## config.mk

```make
export PLATFORM = sky130hd
export DESIGN_NAME = servo_pwm_slew_ramp
export DESIGN_NICKNAME = d
export VERILOG_FILES = /design/src/spsr_pkg.sv /design/src/servo_pwm_slew_ramp.sv
export SDC_FILE = /design/constraint.sdc
export NUM_CORES = 1
export LEC_CHECK = 0
export ABC_AREA = 1
export BUFFER_PORTS_ARGS = -buffer_cell sky130_fd_sc_hd__buf_2
export CORE_MARGIN = 10
export CORE_UTILIZATION = 55
export DETAILED_ROUTE_END_ITERATION = 8
export PLACE_DENSITY = 0.72
export SYNTH_ARGS = -nofsm -noshare
export SYNTH_HDL_FRONTEND = slang
export SYNTH_SLANG_ARGS = --single-unit
export TNS_END_PERCENT = 20
```

## constraint.sdc

```tcl
create_clock -name clk -period 20.7 [get_ports clk]
set_clock_uncertainty 0.15 [all_clocks]
set_input_delay 2.07 -clock clk [delete_from_list [all_inputs] [get_ports clk]]
set_output_delay 2.07 -clock clk [all_outputs]
set_load 0.05 [all_outputs]
```

## src/spsr_pkg.sv

```systemverilog
// spsr_pkg: shared constants for the servo compare-value ramp.
// Opcodes, register indexes, reset values and field widths.
// No dependencies.
`timescale 1ns / 1ps

package spsr_pkg;

	localparam int POSITION_BITS_DEF = 16;
	localparam int NUM_CH            = 3;
	localparam int OUT_POS_BITS      = 16;
	localparam int CFG_BITS          = 8;
	localparam int CNT_BITS          = 8;
	localparam int IN_TDATA_BITS     = 24;
	localparam int OUT_TDATA_BITS    = 56;

	// opcodes
	localparam logic [1:0] OP_TICK     = 2'd0;
	localparam logic [1:0] OP_SET      = 2'd1;
	localparam logic [1:0] OP_JOG_UP   = 2'd2;
	localparam logic [1:0] OP_JOG_DOWN = 2'd3;

	// register indexes
	localparam logic [2:0] REG_RAMP_STEP     = 3'd0;
	localparam logic [2:0] REG_JOG_STEP      = 3'd1;
	localparam logic [2:0] REG_PERIOD_FIRST  = 3'd2;
	localparam logic [2:0] REG_PERIOD_SECOND = 3'd3;
	localparam logic [2:0] REG_PERIOD_THIRD  = 3'd4;

	// register reset values
	localparam logic [7:0] RAMP_STEP_RST     = 8'd2;
	localparam logic [7:0] JOG_STEP_RST      = 8'd10;
	localparam logic [7:0] PERIOD_FIRST_RST  = 8'd1;
	localparam logic [7:0] PERIOD_SECOND_RST = 8'd2;
	localparam logic [7:0] PERIOD_THIRD_RST  = 8'd1;

endpackage

```

## src/servo_pwm_slew_ramp.sv

```systemverilog
// A request passes through two registers to its result: the input register, then the result register.
// Throughput: one request per cycle while results are taken; all channel updates are done in one pass.
// A new request is taken while a result waits, as long as the input register is free.
// Reset (arst_n low, asynchronous): positions, targets and tick counters clear to zero,
// registers return to ramp_step 2, jog_step 10, periods 1/2/1; both stages empty.
// Depends on spsr_pkg.
`timescale 1ns / 1ps

module servo_pwm_slew_ramp #(
	parameter int POSITION_BITS = spsr_pkg::POSITION_BITS_DEF
) (
	input  logic        clk,
	input  logic        arst_n,
	// configuration writes
	input  logic        cfg_valid,
	output logic        cfg_ready,
	input  logic [2:0]  cfg_index,
	input  logic [7:0]  cfg_data,
	// command requests
	input  logic        s_tvalid,
	output logic        s_tready,
	input  logic [23:0] s_tdata,  // channel[1:0], value[17:2], zero pad
	input  logic [1:0]  s_tuser,  // opcode[1:0]
	// results
	output logic        m_tvalid,
	input  logic        m_tready,
	output logic [55:0] m_tdata   // position_first, position_second, position_third,
	                              // moving_mask[50:48], zero pad
);

	localparam int PB = POSITION_BITS;
	localparam int NC = spsr_pkg::NUM_CH;

	typedef logic [PB-1:0] pos_t;
	typedef logic [spsr_pkg::CNT_BITS-1:0] cnt_t;

	// configuration registers
	logic [7:0] ramp_step_q;
	logic [7:0] jog_step_q;
	logic [7:0] period_q [NC];

	// channel state
	pos_t positions_q [NC];
	pos_t targets_q   [NC];
	cnt_t counters_q  [NC];

	// input stage
	logic        v_s1;
	logic [1:0]  op_s1;
	logic [1:0]  ch_s1;
	logic [15:0] value_s1;

	// result stage
	logic        out_v_q;
	logic [55:0] out_tdata_q;

	logic advance;
	logic out_free;

	pos_t positions_n [NC];
	pos_t targets_n   [NC];
	cnt_t counters_n  [NC];
	logic [2:0]  mask_n;
	logic [55:0] tdata_n;

	pos_t step_eff;
	pos_t jog_ext;
	pos_t value_ext;

	function automatic pos_t dist_f(input pos_t a, input pos_t b);
		dist_f = (a >= b) ? a - b : b - a;
	endfunction

	function automatic logic [15:0] low16_f(input pos_t p);
		logic [PB+15:0] ext;
		ext = {16'b0, p};
		low16_f = ext[15:0];
	endfunction

	assign cfg_ready = 1'b1;
	assign out_free  = !out_v_q || m_tready;
	assign advance   = v_s1 && out_free;
	assign s_tready  = !v_s1 || out_free;
	assign m_tvalid  = out_v_q;
	assign m_tdata   = out_tdata_q;

	always_comb begin
		logic [PB+15:0] vext;
		logic [PB+7:0]  sext;
		logic [PB+7:0]  jext;
		vext      = {{PB{1'b0}}, value_s1};
		sext      = {{PB{1'b0}}, ((ramp_step_q == 8'd0) ? 8'd1 : ramp_step_q)};
		jext      = {{PB{1'b0}}, jog_step_q};
		value_ext = vext[PB-1:0];
		step_eff  = sext[PB-1:0];
		jog_ext   = jext[PB-1:0];
	end

	always_comb begin
		cnt_t cnt_inc;
		cnt_t per;
		for (int c = 0; c < NC; c++) begin
			positions_n[c] = positions_q[c];
			targets_n[c]   = targets_q[c];
			counters_n[c]  = counters_q[c];
		end
		if (op_s1 == spsr_pkg::OP_TICK) begin
			for (int c = 0; c < NC; c++) begin
				per     = (period_q[c] == 8'd0) ? 8'd1 : period_q[c];
				cnt_inc = counters_q[c] + 8'd1;
				if (dist_f(targets_q[c], positions_q[c]) < step_eff) begin
					counters_n[c] = '0;
				end else if (cnt_inc >= per) begin
					counters_n[c] = '0;
					// step cannot overshoot: distance is at least one step
					if (targets_q[c] > positions_q[c]) begin
						positions_n[c] = positions_q[c] + step_eff;
					end else begin
						positions_n[c] = positions_q[c] - step_eff;
					end
				end else begin
					counters_n[c] = cnt_inc;
				end
			end
		end else if (ch_s1 < 2'(NC)) begin
			case (op_s1)
				spsr_pkg::OP_SET: begin
					targets_n[ch_s1] = value_ext;
				end
				spsr_pkg::OP_JOG_UP: begin
					positions_n[ch_s1] = positions_q[ch_s1] + jog_ext;
					targets_n[ch_s1]   = positions_q[ch_s1] + jog_ext;
				end
				spsr_pkg::OP_JOG_DOWN: begin
					positions_n[ch_s1] = positions_q[ch_s1] - jog_ext;
					targets_n[ch_s1]   = positions_q[ch_s1] - jog_ext;
				end
				default: begin
				end
			endcase
		end
		for (int c = 0; c < NC; c++) begin
			mask_n[c] = dist_f(targets_n[c], positions_n[c]) >= step_eff;
		end
		tdata_n = {5'b0, mask_n, low16_f(positions_n[2]), low16_f(positions_n[1]),
			low16_f(positions_n[0])};
	end

	always_ff @(posedge clk or negedge arst_n) begin
		if (!arst_n) begin
			ramp_step_q <= spsr_pkg::RAMP_STEP_RST;
			jog_step_q  <= spsr_pkg::JOG_STEP_RST;
			period_q[0] <= spsr_pkg::PERIOD_FIRST_RST;
			period_q[1] <= spsr_pkg::PERIOD_SECOND_RST;
			period_q[2] <= spsr_pkg::PERIOD_THIRD_RST;
		end else if (cfg_valid && cfg_ready) begin
			case (cfg_index)
				spsr_pkg::REG_RAMP_STEP:     ramp_step_q <= cfg_data;
				spsr_pkg::REG_JOG_STEP:      jog_step_q  <= cfg_data;
				spsr_pkg::REG_PERIOD_FIRST:  period_q[0] <= cfg_data;
				spsr_pkg::REG_PERIOD_SECOND: period_q[1] <= cfg_data;
				spsr_pkg::REG_PERIOD_THIRD:  period_q[2] <= cfg_data;
				default: begin
				end
			endcase
		end
	end

	always_ff @(posedge clk or negedge arst_n) begin
		if (!arst_n) begin
			for (int c = 0; c < NC; c++) begin
				positions_q[c] <= '0;
				targets_q[c]   <= '0;
				counters_q[c]  <= '0;
			end
		end else if (advance) begin
			for (int c = 0; c < NC; c++) begin
				positions_q[c] <= positions_n[c];
				targets_q[c]   <= targets_n[c];
				counters_q[c]  <= counters_n[c];
			end
		end
	end

	always_ff @(posedge clk or negedge arst_n) begin
		if (!arst_n) begin
			v_s1 <= 1'b0;
		end else if (s_tready) begin
			v_s1 <= s_tvalid;
		end
	end

	always_ff @(posedge clk) begin
		if (s_tvalid && s_tready) begin
			op_s1    <= s_tuser;
			ch_s1    <= s_tdata[1:0];
			value_s1 <= s_tdata[17:2];
		end
	end

	always_ff @(posedge clk or negedge arst_n) begin
		if (!arst_n) begin
			out_v_q <= 1'b0;
		end else if (out_free) begin
			out_v_q <= v_s1;
		end
	end

	always_ff @(posedge clk) begin
		if (advance) begin
			out_tdata_q <= tdata_n;
		end
	end

	// input only stalls when both stages are full
	a_stall_full: assert property (@(posedge clk) disable iff (!arst_n)
		!s_tready |-> (v_s1 && out_v_q))
		else $error("input stalled with a free stage");

	// an advancing request always lands in the result register
	a_advance_out: assert property (@(posedge clk) disable iff (!arst_n)
		advance |=> out_v_q)
		else $error("request lost between stages");

	// a jog leaves the channel parked at its new position
	a_jog_parks: assert property (@(posedge clk) disable iff (!arst_n)
		(advance && (op_s1 == spsr_pkg::OP_JOG_UP || op_s1 == spsr_pkg::OP_JOG_DOWN)
			&& ch_s1 < 2'(NC))
		|=> (targets_q[$past(ch_s1)] == positions_q[$past(ch_s1)]))
		else $error("jog left target apart from position");

	// a non-tick request never touches the tick counters
	a_cnt_hold: assert property (@(posedge clk) disable iff (!arst_n)
		(advance && op_s1 != spsr_pkg::OP_TICK)
		|=> (counters_q[0] == $past(counters_q[0]) && counters_q[1] == $past(counters_q[1])
			&& counters_q[2] == $past(counters_q[2])))
		else $error("tick counter changed on a command");

endmodule

```

==> summary.txt, run 1 <==
Placed design
  • Port bufs: 88
  • DPL Wire Length: 85,500 microns
  • Gpl congestion: 1.055

Synth
  • Mapped Area: 30,180 sq um
  • Share of flip-flops with an asynchronous set or reset: 0.6953
  • Syn Inst Count: 4,876
  • Synth warnings: 0
  • Synth cell types: 58
  • Largest cells by area after synthesis: nand2_1, ha_1, dfrtp_1
  • Cell taking the most area after synthesis: nand2_1
  • List of most frequent post-synthesis cells: nand2_1, inv_1, o21ai_0
  • Yosys reg bits: 233
  • Most common cell in the netlist: nand2_1
  • Post-synth EDFFs: 71
  • Primary FF master, synth: dfrtp_1
  • Synth Area per Inst: 6.190 sq um
  • Share of the synthesized area in the top cell type: 0.2071
  • Register area share after synthesis: 0.2052

Clock tree
  • # resized after CTS: 0
  • Post-CTS Setup Inserts: 0
  • Post-CTS Hold Buffers: 0
  • Clk pin slew, worst setup/hold paths: 60 ps
  • CTS root buf: clkbuf_16
  • CTS tree: done
  • CTS H-Tree Depth: 1
  • Worst-case clock buffer depth: 3
  • TritonCTS Buffers: 29
  • Skew-Pair Late Insertion Delay: 590 ps
  • CTS sink cnt: 233

Floorplanning
  • FP Rows: 85
  • Initial Util: 0.5586
  • Full die area: 64,650 sq um
  • Die Ht: 254.3 microns
  • # IOs: 101
  • Die Wd: 254.3 microns
  • CORE AREA: 54,030 sq um

Drt
  • Drt via density: 5.784
  • Top Layer Used: met5
  • DRT Wirelength: 109,400 microns
  • Met2 wire length: 47,550 microns
  • M1 WL: 44,550 microns
  • Post-route antenna net violation count: 0
  • Met3 WL: 10,970 microns
  • Starting DRT DRC Count: 3,658
  • DR vias: 32,276
  • DRC violations left: 0
  • Drt pass-1 iters: 9
  • Drt wl/cell: 19.61 microns

Critical path
  • Cell mode on critical path: nand2_1
  • CP arrival: 9470 ps
  • Slowest CP cell: nand2_1
  • Critical Path Start Type: flop
  • Max incr delay on CP: 750 ps
  • Crit end category: flop
  • CP Data Required Time: 20,880 ps
  • CP Max Fanout: 24
  • Critical path type: reg -> reg

Timing
  • Slew @ Worst Pin: 1065 ps
  • Relative slew slack: 0.2890
  • Fin crit period: 9287 ps
  • Pins Over Slew Limit: 0
  • Unrepaired setup endpoints after global routing: false
  • Setup_tns: 0 ps
  • Hold Vio Cnt, Final: 0
  • Achievable Freq: 0.1077 GHz
  • Final setup fails: 0
  • Tcrit/Tclk final: 0.4487

Global routing
  • First-pass GRT wire length: 166,200 microns
  • GRT Overall Usage: 0.3284
  • Overflow after GRT: 0
  • Initial antenna violation count: 4
  • Largest net degree at the start of global routing: 90
  • Vias in the first global route: 29,141

Cells and area
  • Fraction of layout instances using a drive strength above 1: 0.05529
  • Multi-input combinational cell area: 20,520 sq um
  • Nets: 5,241
  • Area grow syn2layout: 6.069%
  • Reg area: 6193 sq um
  • Fillers: 5,497

Job
  • MaxCap Viol Count: 0

Outcome
  • Status: complete, no violations

Worst hold path
  • Worst hold path type: reg -> reg
[cell type report]
type                       instances  area share
inverter                         744     0.08739
antenna                            1  0.00007817
sequential                       233      0.1935
multi-input combinational       3744      0.6409
timing repair buffer             108     0.01864
clock buffer                      41     0.02732
tap                              696     0.02720
clock inverter                    13    0.005042
[path summary, 6_finish.rpt]
kind	from	end	slack, ps	cells after the start
setup / recovery	ramp_step_q[1]	m_tdata[48]	11410	34
max in group asynchronous	arst_n	positions_q[18]	17110	3
setup reg to reg	ramp_step_q[1]	m_tdata[48]	11410	34
hold / removal	period_q[14]	period_q[14]	340	2
hold reg to reg	period_q[14]	period_q[14]	340	2
min in group asynchronous	arst_n	counters_q[0]	1270	1
[state kept, by name (all words and copies together), names as in the netlist]
register / count
ch_s1: 2
counters_q: 24
jog_step_q: 8
m_tdata: 51
m_tvalid: 1
op_s1: 2
period_q: 24
positions_q: 48
ramp_step_q: 8
targets_q: 48
v_s1: 1
value_ext: 16
[routing by layer]
| layer | GRT usage | vias up |
|---|---|---|
| li1 | - | 15680 |
| met1 | 0.4264 | 14661 |
| met4 | 0.1674 | 6 |
| met2 | 0.5130 | 1606 |
| met3 | 0.06321 | 323 |
| met5 | 0 | - |
[stage by stage]
| step | area [sq um] | setup WS (ps) | hold WS, ps | instances | util |
|---|---|---|---|---|---|
| finish | 32010 | 11410 | 337.9 | 5580 | 0.5925 |
| global route | 32010 | 10750 | 351.1 | 5579 | 0.5925 |
| floorplan | 30200 | 13880 | 303.0 | 4880 | - |
| global placement | 30970 | 11750 | 318.5 | 5525 | 0.5733 |
| CTS | 32010 | 11660 | 339.4 | 5579 | 0.5925 |
| detailed placement | 30970 | 11690 | 324.3 | 5525 | 0.5733 |
[critical path, delay by kind of cell (launching register included)]
kind                       cells  cell delay [ps]
xor gates and xnor gates       2              810
adders and majority gates      4             1460
muxes                          1              290
and+or+nand+nor               15             3280
buffers and inverters          4              960
AOI/OAI and AO/OA              8             1700
DFF                            1              370
[cells by family (layout without fill, tap and decap cells)]
family | after synthesis | count (layout) | share of synthesized area
and+or+nand+nor | 2423 | 2423 | 0.3397
buffers and inverters | 903 | 906 | 0.1166
AOI/OAI and AO/OA | 822 | 822 | 0.1482
adders and majority gates | 339 | 339 | 0.1448
DFF | 233 | 233 | 0.2052
xor gates and xnor gates | 141 | 141 | 0.04092
muxes | 13 | 13 | 0.004311
other | 2 | 7 | 0.0002488
[cells in the final DEF, fill, tap and decap left out, drive strengths merged, types with 12 or more instances in the layout]
cell / instances
a21oi: 237
a22oi: 12
buf: 108
clkbuf: 41
dfrtp: 156
edfxtp: 71
fa: 17
ha: 322
inv: 742
mux2i: 13
nand2: 1688
nand3: 307
nand4: 133
nor2: 247
nor3: 17
o211ai: 20
o21ai: 463
o21bai: 18
o22ai: 18
xnor2: 45
xor2: 96
Power of run 1 is not shown: default switching activity piles up to over one toggle a cycle in this logic, so the estimate is an artifact.
==> run 2: changes to the inputs <==
==> constraint.sdc (replaced) <==
create_clock -name clk -period 8.9 [get_ports clk]
set_clock_uncertainty 0.15 [all_clocks]
set_input_delay 0.89 -clock clk [delete_from_list [all_inputs] [get_ports clk]]
set_output_delay 0.89 -clock clk [all_outputs]
set_load 0.05 [all_outputs]
==> run 2 against run 1 <==
Net effect:
- core utilization up 0.70 points
- flip-flop and latch count unchanged
- hold slack worse by 120 ps
- via count up 0.80%
- register-to-register slack worse by 11000 ps
- design area up 1.2%
- cell count up 0.99%
- wire length up 2.8%
- clock-buffer cell count down 6
- largest cell class unchanged
==> summary.txt, run 2 (synthesis gave the netlist of run 1 again) <==
Timing
  • Slew @ Worst Pin: 1060 ps (-5.632 ps)
  • Tcrit/Tclk final: 0.9241 (+0.4754)
  • Hold Vio Cnt, Final: 0 (unchanged)
  • Relative slew slack: 0.2928 (+0.003777)
  • Fin crit period: 8224 ps (-1063 ps)
  • Setup_tns: 0 ps (unchanged)
  • Final setup fails: 0 (unchanged)
  • Achievable Freq: 0.1216 GHz (+13%)
  • Unrepaired setup endpoints after global routing: false
  • Pins Over Slew Limit: 0 (unchanged)
  • Final worst slack: 675.8 ps (-10,740 ps)

Global routing
  • GRT Overall Usage: 0.3387 (+0.01025)
  • First-pass GRT wire length: 170,800 microns (+2.7%)
  • Initial antenna violation count: 2 (-2)
  • Vias in the first global route: 29,601 (+1.6%)
  • Overflow after GRT: 0 (unchanged)
  • Largest net degree at the start of global routing: 90 (unchanged)

Critical path
  • CP Data Required Time: 9070 ps (-11,810 ps)
  • Reg-to-Reg Start: positions_q[24]
  • Cell mode on critical path: nand2_1
  • Worst R2R End: m_tdata[49]
  • R2R Setup Slk: 680 ps (-10,740 ps)
  • Crit end category: flop
  • CP Max Fanout: 14 (-42%)
  • Critical Path Start Type: flop
  • Slowest CP cell: dfrtp_1
  • CP arrival: 8390 ps (-1080 ps)
  • Max incr delay on CP: 680 ps (-70 ps)
  • FF-to-FF path depth: 42 (+24%)
  • Critical path type: reg -> reg

Cells and area
  • Most common cell after layout, fill and taps aside: nand2_1
  • Fraction of layout instances using a drive strength above 1: 0.06603 (+0.01074)
  • Nets: 5,295 (+1.0%)
  • Fillers: 5,499 (+0.036%)
  • Non-Filler Instances: 5,635 (+0.99%)
  • Largest register FFs: 51 (unchanged)
  • Most frequent cells in the layout: nand2_1, inv_1, o21ai_0, ha_1, nand3_1
  • Area grow syn2layout: 7.325%
  • Final core utilization: 0.5996 (+0.007017)

Clock tree
  • Skew-Pair Late Insertion Delay: 600 ps (about the same)
  • CTS sink cnt: 233 (unchanged)
  • Post-CTS Setup Inserts: 0 (unchanged)
  • # resized after CTS: 0 (unchanged)
  • CTS tree: done
  • CTS H-Tree Depth: 1 (unchanged)
  • Clk pin slew, worst setup/hold paths: 70 ps (about the same)
  • Worst-case clock buffer depth: 3 (unchanged)
  • TritonCTS Buffers: 29 (unchanged)
  • CTS root buf: clkbuf_16
  • Post-CTS Hold Buffers: 0 (unchanged)

Placed design
  • Port bufs: 88 (unchanged)
  • Gpl congestion: 1.038 (-1.6%)
  • DPL Wire Length: 87,560 microns (+2.4%)
  • Placed instance count: 5,579 (+0.98%)
  • Placement Setup Slack: 777.5 ps (-10,910 ps)

Drt
  • Drt via density: 5.773 (-0.19%)
  • Post-route antenna net violation count: 0 (unchanged)
  • DR vias: 32,533 (+0.80%)
  • DRT Wirelength: 112,500 microns (+2.8%)
  • Drt pass-1 iters: 7 (-2)
  • DRC violations left: 0 (unchanged)
  • Starting DRT DRC Count: 3,250 (-11%)
  • Drt wl/cell: 19.96 microns (+1.8%)

Floorplanning
  • Die Wd: 254.3 microns (unchanged)
  • CORE AREA: 54,030 sq um (unchanged)
  • FP Rows: 85 (unchanged)
  • Full die area: 64,650 sq um (unchanged)
  • Initial Util: 0.5586 (unchanged)
  • # IOs: 101 (unchanged)
  • Die Ht: 254.3 microns (unchanged)

Job
  • MaxCap Viol Count: 0 (unchanged)

Worst hold path
  • Worst hold path type: in -> async

Outcome
  • Status: complete, no violations
## run 2: cell count changes in the layout (fill, tap and decap cells not counted), moves of 2 or more
| cell | before | now |
|---|---|---|
| buf_4 | 20 | 74 |
| clkbuf_8 | 4 | 0 |
| clkinvlp_4 | 1 | 5 |
| inv_8 | 0 | 2 |
## run 2: layer usage
layer	vias to the layer above	wire [microns]	global-route usage
met5	-	8	0
met4	2	6633	0.1698
met3	333	10600	0.04886
met2	1573	49000	0.5386
met1	14822	46210	0.4430
li1	15803	-	-
## run 2: metrics by stage
stage / hold slack (ps) / area, sq um
final: 217.3 / 32390
after global routing: 303.6 / 32390
after CTS: 283.5 / 32380
after detailed placement: 322.9 / 31380
after global placement: 316.9 / 31380
after floorplan: 303.0 / 30200
## run 2: worst max-delay path by stage
| stage | startpoint | to | slack, ps | depth (start not counted) |
|---|---|---|---|---|
| 2_1_floorplan | positions_q[33] | m_tdata[48] | 2080 | 43 |
| 3_3_place_gp | positions_q[1] | m_tdata[50] | 890 | 42 |
| 3_5_place_dp | positions_q[1] | m_tdata[50] | 780 | 42 |
| 4_1_cts | positions_q[1] | m_tdata[50] | 760 | 42 |
| 5_1_grt | positions_q[1] | m_tdata[50] | 50 | 42 |
| 6_report | positions_q[24] | m_tdata[49] | 680 | 42 |
## run 2: worst max-delay path, delay by kind of cell (launching register included)
kind	cells	cell delay (ps)
AND/OR/NAND/NOR	18	2120
AO/OA/AOI/OAI	11	2000
adder cells (fa/ha/maj)	4	1510
buffers and inverters	8	1220
XOR/XNOR	1	220
flip-flops	1	680
## run 2: layout make-up
type                    count  area [sq um]  area share
repair buffers            162          1002     0.03094
inverters                 744          2798     0.08637
flip-flops and latches    233          6193      0.1912
clock inverters            19         209.0    0.006451
multi-input cells        3744         20520      0.6336
clock buffers              35         790.8     0.02441
diodes                      2         5.005   0.0001545
well taps                 696         870.8     0.02688
Power of run 2 is left out for the same reason.
